## config.mk

```make
export PLATFORM = sky130hd
export DESIGN_NAME = mandelbrot_ascii_raster_unit
export DESIGN_NICKNAME = d
export VERILOG_FILES = /design/src/design/mar_pkg.sv /design/src/design/mar_escape_unit.sv /design/src/design/mandelbrot_ascii_raster_unit.sv
export SDC_FILE = /design/constraint.sdc
export NUM_CORES = 1
export LEC_CHECK = 0
export BUFFER_PORTS_ARGS = -buffer_cell sky130_fd_sc_hd__buf_2
export CORE_MARGIN = 5
export CORE_UTILIZATION = 30
export CTS_CLUSTER_SIZE = 30
export DETAILED_ROUTE_END_ITERATION = 10
export PLACE_DENSITY = 0.42
export SETUP_SLACK_MARGIN = 0.02
export SYNTH_ARGS = -nofsm -noshare
export SYNTH_HDL_FRONTEND = slang
export SYNTH_SLANG_ARGS = --single-unit
export TNS_END_PERCENT = 5
```

## constraint.sdc

```tcl
create_clock -name clk -period 24.3 [get_ports clk]
set_input_delay 1.215 -clock clk [delete_from_list [all_inputs] [get_ports clk]]
set_output_delay 1.215 -clock clk [all_outputs]
set_load 0.005 [all_outputs]
```

## src/design/mar_pkg.sv

```systemverilog
package mar_pkg;

    typedef logic [2:0] cfg_index_t;

    localparam cfg_index_t CFG_X_START  = 3'd0;
    localparam cfg_index_t CFG_X_END    = 3'd1;
    localparam cfg_index_t CFG_Y_START  = 3'd2;
    localparam cfg_index_t CFG_Y_END    = 3'd3;
    localparam cfg_index_t CFG_X_STEP   = 3'd4;
    localparam cfg_index_t CFG_Y_STEP   = 3'd5;
    localparam cfg_index_t CFG_MAX_ITER = 3'd6;

    // escape threshold on x2 + y2; |x| or |y| at or above MAG_LIMIT escapes for sure
    localparam int ESC_LIMIT = 800;
    localparam int MAG_LIMIT = 400;
    localparam int MAX_COUNT = 19;

    // ceil(2^25 / 100) == ceil(2^26 / 200); exact for operands below 2^18
    localparam logic [18:0] RECIP = 19'd335545;

    localparam logic [6:0] NL_CHAR = 7'd10;

    typedef struct packed {
        logic       done;
        logic [4:0] count;
    } mar_status_t;

    function automatic logic [10:0] div_by_100(input logic [17:0] n);
        logic [36:0] p;
        p = 37'(n) * 37'(RECIP);
        return p[35:25];
    endfunction

    function automatic logic [10:0] div_by_200(input logic [17:0] n);
        logic [36:0] p;
        p = 37'(n) * 37'(RECIP);
        return p[36:26];
    endfunction

    function automatic logic [4:0] esc_count(input logic [7:0] iter);
        return (iter > 8'(MAX_COUNT)) ? 5'd0 : iter[4:0];
    endfunction

    function automatic logic [6:0] glyph(input logic [4:0] count);
        logic [6:0] g;
        unique case (count)
            5'd0:                      g = 7'h20;  // ' '
            5'd1:                      g = 7'h2E;  // '.'
            5'd2:                      g = 7'h3A;  // ':'
            5'd3:                      g = 7'h2D;  // '-'
            5'd4:                      g = 7'h3D;  // '='
            5'd5:                      g = 7'h2B;  // '+'
            5'd6:                      g = 7'h2A;  // '*'
            5'd7:                      g = 7'h23;  // '#'
            5'd8, 5'd9, 5'd10:         g = 7'h25;  // '%'
            5'd11, 5'd12, 5'd13, 5'd14: g = 7'h24; // '$'
            default:                   g = 7'h40;  // '@'
        endcase
        return g;
    endfunction

endpackage

```

## src/design/mar_escape_unit.sv

```systemverilog
module mar_escape_unit
    import mar_pkg::*;
#(
    parameter int COORD_BITS = 11
)
(
    input  logic                         clk,
    input  logic                         rst_n,
    input  logic                         start,
    input  logic signed [COORD_BITS-1:0] cx,
    input  logic signed [COORD_BITS-1:0] cy,
    input  logic [7:0]                   max_iter,
    output mar_status_t                  status
);

    localparam int ZW = ((COORD_BITS > 11) ? COORD_BITS : 11) + 2;

    typedef enum logic [4:0] {
        PH_IDLE = 5'b00001,
        PH_SQX  = 5'b00010,
        PH_SQY  = 5'b00100,
        PH_XY   = 5'b01000,
        PH_UPD  = 5'b10000
    } phase_t;

    phase_t             phase_reg, phase_next;
    logic signed [ZW-1:0] x_reg, x_next;
    logic signed [ZW-1:0] y_reg, y_next;
    logic [7:0]         iter_reg, iter_next;
    logic [17:0]        prod_reg, prod_next;
    logic [10:0]        x2_reg, x2_next;
    logic [10:0]        y2_reg, y2_next;
    logic               neg_reg, neg_next;
    mar_status_t        status_reg, status_next;

    logic [ZW-1:0]      ax, ay;
    logic [8:0]         ax9, ay9;
    logic [11:0]        sum;
    logic [10:0]        q;
    logic signed [ZW-1:0] qz;

    assign ax  = x_reg[ZW-1] ? (~x_reg + 1'b1) : x_reg;
    assign ay  = y_reg[ZW-1] ? (~y_reg + 1'b1) : y_reg;
    assign ax9 = ax[8:0];
    assign ay9 = ay[8:0];
    assign sum = {1'b0, x2_reg} + {1'b0, y2_reg};
    assign q   = div_by_100(prod_reg);
    assign qz  = $signed(ZW'(q));

    always_comb
    begin
        phase_next  = phase_reg;
        x_next      = x_reg;
        y_next      = y_reg;
        iter_next   = iter_reg;
        prod_next   = prod_reg;
        x2_next     = x2_reg;
        y2_next     = y2_reg;
        neg_next    = neg_reg;
        status_next = '0;
        unique case (phase_reg)
            PH_IDLE:
            begin
                if (start)
                begin
                    x_next     = '0;
                    y_next     = '0;
                    iter_next  = '0;
                    phase_next = PH_SQX;
                end
            end
            PH_SQX:
            begin
                if (iter_reg == max_iter)
                begin
                    status_next.done = 1'b1;
                    phase_next       = PH_IDLE;
                end
                else if (ax >= ZW'(MAG_LIMIT) || ay >= ZW'(MAG_LIMIT))
                begin
                    status_next.done  = 1'b1;
                    status_next.count = esc_count(iter_reg);
                    phase_next        = PH_IDLE;
                end
                else
                begin
                    prod_next  = 18'(ax9) * 18'(ax9);
                    phase_next = PH_SQY;
                end
            end
            PH_SQY:
            begin
                x2_next    = div_by_200(prod_reg);
                prod_next  = 18'(ay9) * 18'(ay9);
                phase_next = PH_XY;
            end
            PH_XY:
            begin
                y2_next    = div_by_200(prod_reg);
                prod_next  = 18'(ax9) * 18'(ay9);
                neg_next   = x_reg[ZW-1] ^ y_reg[ZW-1];
                phase_next = PH_UPD;
            end
            PH_UPD:
            begin
                if (sum >= 12'(ESC_LIMIT))
                begin
                    status_next.done  = 1'b1;
                    status_next.count = esc_count(iter_reg);
                    phase_next        = PH_IDLE;
                end
                else
                begin
                    y_next     = (neg_reg ? -qz : qz) + ZW'(cy);
                    x_next     = $signed(ZW'(x2_reg)) - $signed(ZW'(y2_reg)) + ZW'(cx);
                    iter_next  = iter_reg + 8'd1;
                    phase_next = PH_SQX;
                end
            end
            default:
            begin
                phase_next = PH_IDLE;
            end
        endcase
    end

    always_ff @(posedge clk or negedge rst_n)
    begin
        if (!rst_n)
        begin
            phase_reg  <= PH_IDLE;
            status_reg <= '0;
        end
        else
        begin
            phase_reg  <= phase_next;
            status_reg <= status_next;
        end
    end

    always_ff @(posedge clk)
    begin
        x_reg    <= x_next;
        y_reg    <= y_next;
        iter_reg <= iter_next;
        prod_reg <= prod_next;
        x2_reg   <= x2_next;
        y2_reg   <= y2_next;
        neg_reg  <= neg_next;
    end

    assign status = status_reg;

endmodule

```

## src/design/mandelbrot_ascii_raster_unit.sv

```systemverilog
// Mandelbrot raster glyph generator. Each input beat produces the glyph of the
// next raster point, followed by a newline beat when that point closes a row;
// restart in the input beat jumps back to the first point of the frame. The
// escape iteration runs on one shared unit (a small multiplier followed by a
// reciprocal divide-by-constant stage) that squares x, squares y, forms the
// cross product and updates x and y in each iteration, until the point escapes
// or reaches the iteration limit (20 by default); a newline adds one beat.
// The block accepts no new beat until the previous point has been handed to
// the output register. An empty frame answers each beat with a single newline
// marked as frame end. Configuration may be written only while idle.
module mandelbrot_ascii_raster_unit
    import mar_pkg::*;
#(
    parameter int COORD_BITS = 11
)
(
    input  logic                  clk,
    input  logic                  rst_n,
    input  logic                  cfg_we,
    input  cfg_index_t            cfg_index,
    input  logic [COORD_BITS-1:0] cfg_data,
    input  logic                  s_tvalid,
    output logic                  s_tready,
    input  logic [7:0]            s_tdata,   // [0] restart
    output logic                  m_tvalid,
    input  logic                  m_tready,
    output logic [15:0]           m_tdata,   // [6:0] char_code, [11:7] escape_count
    output logic [1:0]            m_tuser,   // [0] row_end, [1] frame_end
    output logic                  m_tlast
);

    localparam int XW = COORD_BITS + 2;

    typedef enum logic [4:0] {
        ST_IDLE  = 5'b00001,
        ST_CALC  = 5'b00010,
        ST_WAIT  = 5'b00100,
        ST_GLYPH = 5'b01000,
        ST_NL    = 5'b10000
    } state_t;

    logic signed [COORD_BITS-1:0] x_start_reg, x_end_reg, y_start_reg, y_end_reg;
    logic [7:0]                   x_step_reg, y_step_reg, max_iter_reg;

    state_t                       state_reg, state_next;
    logic signed [COORD_BITS-1:0] cur_real_reg, cur_real_next;
    logic signed [COORD_BITS-1:0] cur_imag_reg, cur_imag_next;
    logic [4:0]                   count_reg, count_next;
    logic                         nl_fe_reg, nl_fe_next;

    logic                         m_tvalid_reg, m_tvalid_next;
    logic [6:0]                   char_reg, char_next;
    logic [4:0]                   cnt_reg, cnt_next;
    logic                         row_reg, row_next;
    logic                         fe_reg, fe_next;
    logic                         last_reg, last_next;

    mar_status_t                  eng_status;
    logic                         eng_start;
    logic                         out_free;
    logic                         empty_frame, stale;
    logic signed [XW-1:0]         next_real, next_imag;
    logic                         col_more, frame_done;

    mar_escape_unit #(
        .COORD_BITS (COORD_BITS)
    ) u_escape (
        .clk      (clk),
        .rst_n    (rst_n),
        .start    (eng_start),
        .cx       (cur_real_reg),
        .cy       (cur_imag_reg),
        .max_iter (max_iter_reg),
        .status   (eng_status)
    );

    always_ff @(posedge clk or negedge rst_n)
    begin
        if (!rst_n)
        begin
            x_start_reg  <= COORD_BITS'(-500);
            x_end_reg    <= COORD_BITS'(300);
            y_start_reg  <= COORD_BITS'(240);
            y_end_reg    <= COORD_BITS'(-250);
            x_step_reg   <= 8'd7;
            y_step_reg   <= 8'd15;
            max_iter_reg <= 8'd20;
        end
        else if (cfg_we)
        begin
            unique case (cfg_index)
                CFG_X_START:  x_start_reg  <= $signed(cfg_data);
                CFG_X_END:    x_end_reg    <= $signed(cfg_data);
                CFG_Y_START:  y_start_reg  <= $signed(cfg_data);
                CFG_Y_END:    y_end_reg    <= $signed(cfg_data);
                CFG_X_STEP:   x_step_reg   <= cfg_data[7:0];
                CFG_Y_STEP:   y_step_reg   <= cfg_data[7:0];
                CFG_MAX_ITER: max_iter_reg <= cfg_data[7:0];
                default:      ;
            endcase
        end
    end

    assign s_tready    = (state_reg == ST_IDLE);
    assign out_free    = !m_tvalid_reg || m_tready;
    assign eng_start   = (state_reg == ST_CALC);
    assign empty_frame = (x_start_reg >= x_end_reg) || (y_start_reg <= y_end_reg);
    assign stale       = (cur_real_reg >= x_end_reg) || (cur_imag_reg <= y_end_reg);
    assign next_real   = XW'(cur_real_reg) + $signed(XW'(x_step_reg));
    assign next_imag   = XW'(cur_imag_reg) - $signed(XW'(y_step_reg));
    assign col_more    = next_real < XW'(x_end_reg);
    assign frame_done  = next_imag <= XW'(y_end_reg);

    always_comb
    begin
        state_next    = state_reg;
        cur_real_next = cur_real_reg;
        cur_imag_next = cur_imag_reg;
        count_next    = count_reg;
        nl_fe_next    = nl_fe_reg;
        m_tvalid_next = m_tvalid_reg && !m_tready;
        char_next     = char_reg;
        cnt_next      = cnt_reg;
        row_next      = row_reg;
        fe_next       = fe_reg;
        last_next     = last_reg;
        unique case (state_reg)
            ST_IDLE:
            begin
                if (s_tvalid)
                begin
                    if (empty_frame)
                    begin
                        cur_real_next = x_start_reg;
                        cur_imag_next = y_start_reg;
                        nl_fe_next    = 1'b1;
                        state_next    = ST_NL;
                    end
                    else
                    begin
                        if (s_tdata[0] || stale)
                        begin
                            cur_real_next = x_start_reg;
                            cur_imag_next = y_start_reg;
                        end
                        state_next = ST_CALC;
                    end
                end
            end
            ST_CALC:
            begin
                state_next = ST_WAIT;
            end
            ST_WAIT:
            begin
                if (eng_status.done)
                begin
                    count_next = eng_status.count;
                    state_next = ST_GLYPH;
                end
            end
            ST_GLYPH:
            begin
                if (out_free)
                begin
                    m_tvalid_next = 1'b1;
                    char_next     = glyph(count_reg);
                    cnt_next      = count_reg;
                    row_next      = 1'b0;
                    fe_next       = 1'b0;
                    last_next     = col_more;
                    if (col_more)
                    begin
                        cur_real_next = next_real[COORD_BITS-1:0];
                        state_next    = ST_IDLE;
                    end
                    else
                    begin
                        cur_real_next = x_start_reg;
                        cur_imag_next = frame_done ? y_start_reg : next_imag[COORD_BITS-1:0];
                        nl_fe_next    = frame_done;
                        state_next    = ST_NL;
                    end
                end
            end
            ST_NL:
            begin
                if (out_free)
                begin
                    m_tvalid_next = 1'b1;
                    char_next     = NL_CHAR;
                    cnt_next      = '0;
                    row_next      = 1'b1;
                    fe_next       = nl_fe_reg;
                    last_next     = 1'b1;
                    state_next    = ST_IDLE;
                end
            end
            default:
            begin
                state_next = ST_IDLE;
            end
        endcase
    end

    always_ff @(posedge clk or negedge rst_n)
    begin
        if (!rst_n)
        begin
            state_reg    <= ST_IDLE;
            m_tvalid_reg <= 1'b0;
            cur_real_reg <= COORD_BITS'(-500);
            cur_imag_reg <= COORD_BITS'(240);
        end
        else
        begin
            state_reg    <= state_next;
            m_tvalid_reg <= m_tvalid_next;
            cur_real_reg <= cur_real_next;
            cur_imag_reg <= cur_imag_next;
        end
    end

    always_ff @(posedge clk)
    begin
        count_reg <= count_next;
        nl_fe_reg <= nl_fe_next;
        char_reg  <= char_next;
        cnt_reg   <= cnt_next;
        row_reg   <= row_next;
        fe_reg    <= fe_next;
        last_reg  <= last_next;
    end

    assign m_tvalid = m_tvalid_reg;
    assign m_tdata  = {4'b0000, cnt_reg, char_reg};
    assign m_tuser  = {fe_reg, row_reg};
    assign m_tlast  = last_reg;

endmodule

```

==> impl_metrics.json <==
{
  "status": "finished clean",
  "synthTopCellsByArea": "ha_1, fa_1, edfxtp_1",
  "period_needed_ns": 9.19,
  "drive_gt1_share_pct": 8.59,
  "crit_required_ns": 24.56,
  "synth_seq_cells": 210,
  "regArea_um2": 5750,
  "post_cts_buffers": 0,
  "drv_slew": 0,
  "netlist_instances": 2612,
  "synth.largest_area_cell": "ha_1",
  "netlist_top_cells_count": "inv_1, ha_1, fa_1",
  "p_switching_mw": 0.786,
  "path_max_fanout": 9,
  "multi_input_area_um2": 17400,
  "wire_per_inst_um": 17.0,
  "ys_types": 84,
  "power_frac_comb_pct": 52.3,
  "drcViolationCount": 0,
  "fin_tns_setup_ns": 0,
  "setup_violations": 0,
  "ios": 48,
  "diodes": 0,
  "largest_reg_flops": 18,
  "die-area_um2": 89700,
  "wirelength_um": 63900,
  "ir_worst_vdd_mv": 0.0484,
  "syn_avg_cell_area_um2": 9.62,
  "port_buffers": 36,
  "grt_pass1_wl_um": 104000,
  "ys_seq_area_share_pct": 22.9,
  "worstSetupStartpointType": "flip-flop",
  "hold_viol": 0,
  "design.core.area_um2": 83400,
  "detail_route.first_pass.iterations": 5,
  "p_sw_share_pct": 42.0,
  "tightest_slew_ns": 1.09,
  "r2r_setup_slack_ns": 15.11,
  "grt_use_total_pct": 14.4,
  "htree_levels": 1,
  "period_share_pct": 37.8,
  "cts.hold.buffers_added": 0,
  "path_common_cell": "fa_1",
  "yosys_warnings": 0,
  "dp_hpwl_um": 52800,
  "worstHoldPathType": "flip-flop to flip-flop",
  "synth_top_area_share_pct": 19.6,
  "ant_nets": 0,
  "numCtsBuffers": 26,
  "drv_cap": 0,
  "async_flop_share_pct": 51.0,
  "crit_arrival_ns": 9.45,
  "gp_congestion": 0.824,
  "synth_edf_count": 96,
  "worst_path_max_delay_cell": "fa_1",
  "leakage_nw": 13.5,
  "root_buffer": "clkbuf_16",
  "rsz0062_at_grt": "false",
  "fin_util_pct": 33.0,
  "start_util_pct": 30.1,
  "avgViaCountPerCell": 4.76,
  "final_area_um2": 27500,
  "die_h_um": 299,
  "synth.most_common_cell": "inv_1",
  "ctsResizeCount": 0,
  "p_int_mw": 1.09,
  "first_global_vias": 18800,
  "powerDensity_nw_per_um2": 68.0,
  "dr_total_vias": 17900,
  "cts_sinks": 210,
  "fmax_mhz": 109,
  "slew-limit-headroom_pct": 27.1,
  "placed_area_um2": 26700,
  "clock_path_buffers": 3,
  "nets": 3320,
  "critPathKind": "flip-flop to flip-flop",
  "antenna_found_initial": 0,
  "seqPwrFrac_pct": 27.4,
  "power.share.clock_pct": 20.3,
  "worstSkewPairLatency_ns": 0.57,
  "end_kind": "flip-flop",
  "skew_ns": 0.0300,
  "grt_overflow_total": 0,
  "ys.flop_type": "edfxtp_1",
  "die_w_um": 299,
  "nFillCells": 8568,
  "cts_tree": "built",
  "max_stage_delay_ns": 0.65,
  "synth.cell_area_um2": 25100,
  "grt_max_degree": 67,
  "synthToLayoutAreaGrowth_pct": 9.59,
  "clkTransAtPathRegs_ns": 0.06,
  "drt_iter0_drc": 745,
  "num_rows": 106
}
-- power groups by stage --
stage          Combinational (mW)  Sequential (mW)  Clock [mW]
3_3_place_gp                0.977            0.520           0
4_1_cts                     0.997            0.516       0.395
2_1_floorplan               0.739            0.490           0
6_report                    0.978            0.514       0.380
3_5_place_dp                0.989            0.522           0
5_1_grt                      1.13            0.524       0.408
-- area by class of cell --
class,instances,share of cell area (%)
multi-input cells,1882,63.2
flip-flops and latches,210,20.9
inverters,472,6.43
well taps,1080,4.91
clock buffers,41,2.82
repair buffers,67,1.51
clock inverters,7,0.232
-- layer usage --
layer / global-route usage [%] / share of wire, %
met1: 19.1 / 46
met2: 25.8 / 49
met3: 1.41 / 2.8
met4: 2.83 / 2.3
met5: 0 / 0
-- path summary, 6_finish.rpt --
| path | cells past startpoint | endpoint | from |
|---|---|---|---|
| min in group asynchronous | 1 | y_end_reg[6]$_DFFE_PN0P_ | rst_n |
| hold reg to reg | 0 | count_reg[4]$_DFFE_PP_ | u_escape.status[4]$_DFF_PN0_ |
| max in group asynchronous | 2 | u_escape.phase_reg[2]$_DFFE_PN0P_ | rst_n |
| setup reg to reg | 32 | u_escape.y_reg[11]$_SDFFCE_PP0P_ | u_escape.prod_reg[7]$_DFFE_PP_ |
| setup / recovery | 32 | u_escape.y_reg[11]$_SDFFCE_PP0P_ | u_escape.prod_reg[7]$_DFFE_PP_ |
| hold / removal | 0 | count_reg[4]$_DFFE_PP_ | u_escape.status[4]$_DFF_PN0_ |
-- worst max-delay path: cells and delay by family, from the launching register on --
kind	cells	cell delay, ns
fa+ha+maj	9	4.14
xor+xnor	2	0.77
flops	1	0.64
simple gates	6	0.63
buf+inv	5	0.37
compound gates	10	2.34
-- per-stage QoR --
stage | hold slack [ns] | instances | worst slack, ns | total power, mW
after global placement | 0.410 | 3710 | 15.16 | 1.50
after CTS | 0.448 | 3758 | 15.08 | 1.91
after detailed placement | 0.413 | 3710 | 15.10 | 1.51
after global routing | 0.451 | 3759 | 14.50 | 2.06
after floorplan | 0.401 | 2615 | 16.60 | 1.23
final | 0.442 | 3759 | 15.11 | 1.87
-- cell usage in the layout (no fill, tap or decap), types with 34 or more instances in the layout --
master / netlist / final
inv_1: 467 / 467
ha_1: 393 / 393
fa_1: 241 / 241
nor2_1: 206 / 206
nand2_1: 191 / 191
o21ai_0: 109 / 109
a21oi_1: 96 / 96
edfxtp_1: 96 / 96
xnor2_1: 82 / 82
dfrtp_1: 71 / 71
xor2_1: 62 / 62
mux2_2: 58 / 58
a21o_1: 37 / 37
dfstp_2: 36 / 36
buf_2: 6 / 35
nand3_1: 34 / 34
-- cells by family after synthesis --
family	synth area share (%)
and+or+nand+nor	11.1
muxes	3.75
other	0.0149
xor gates and xnor gates	5.02
adders and majority gates	38.8
buffers and inverters	7.94
DFF	22.9
AOI/OAI and AO/OA	10.6
No activity file was read; power rests on OpenSTA's default activity.
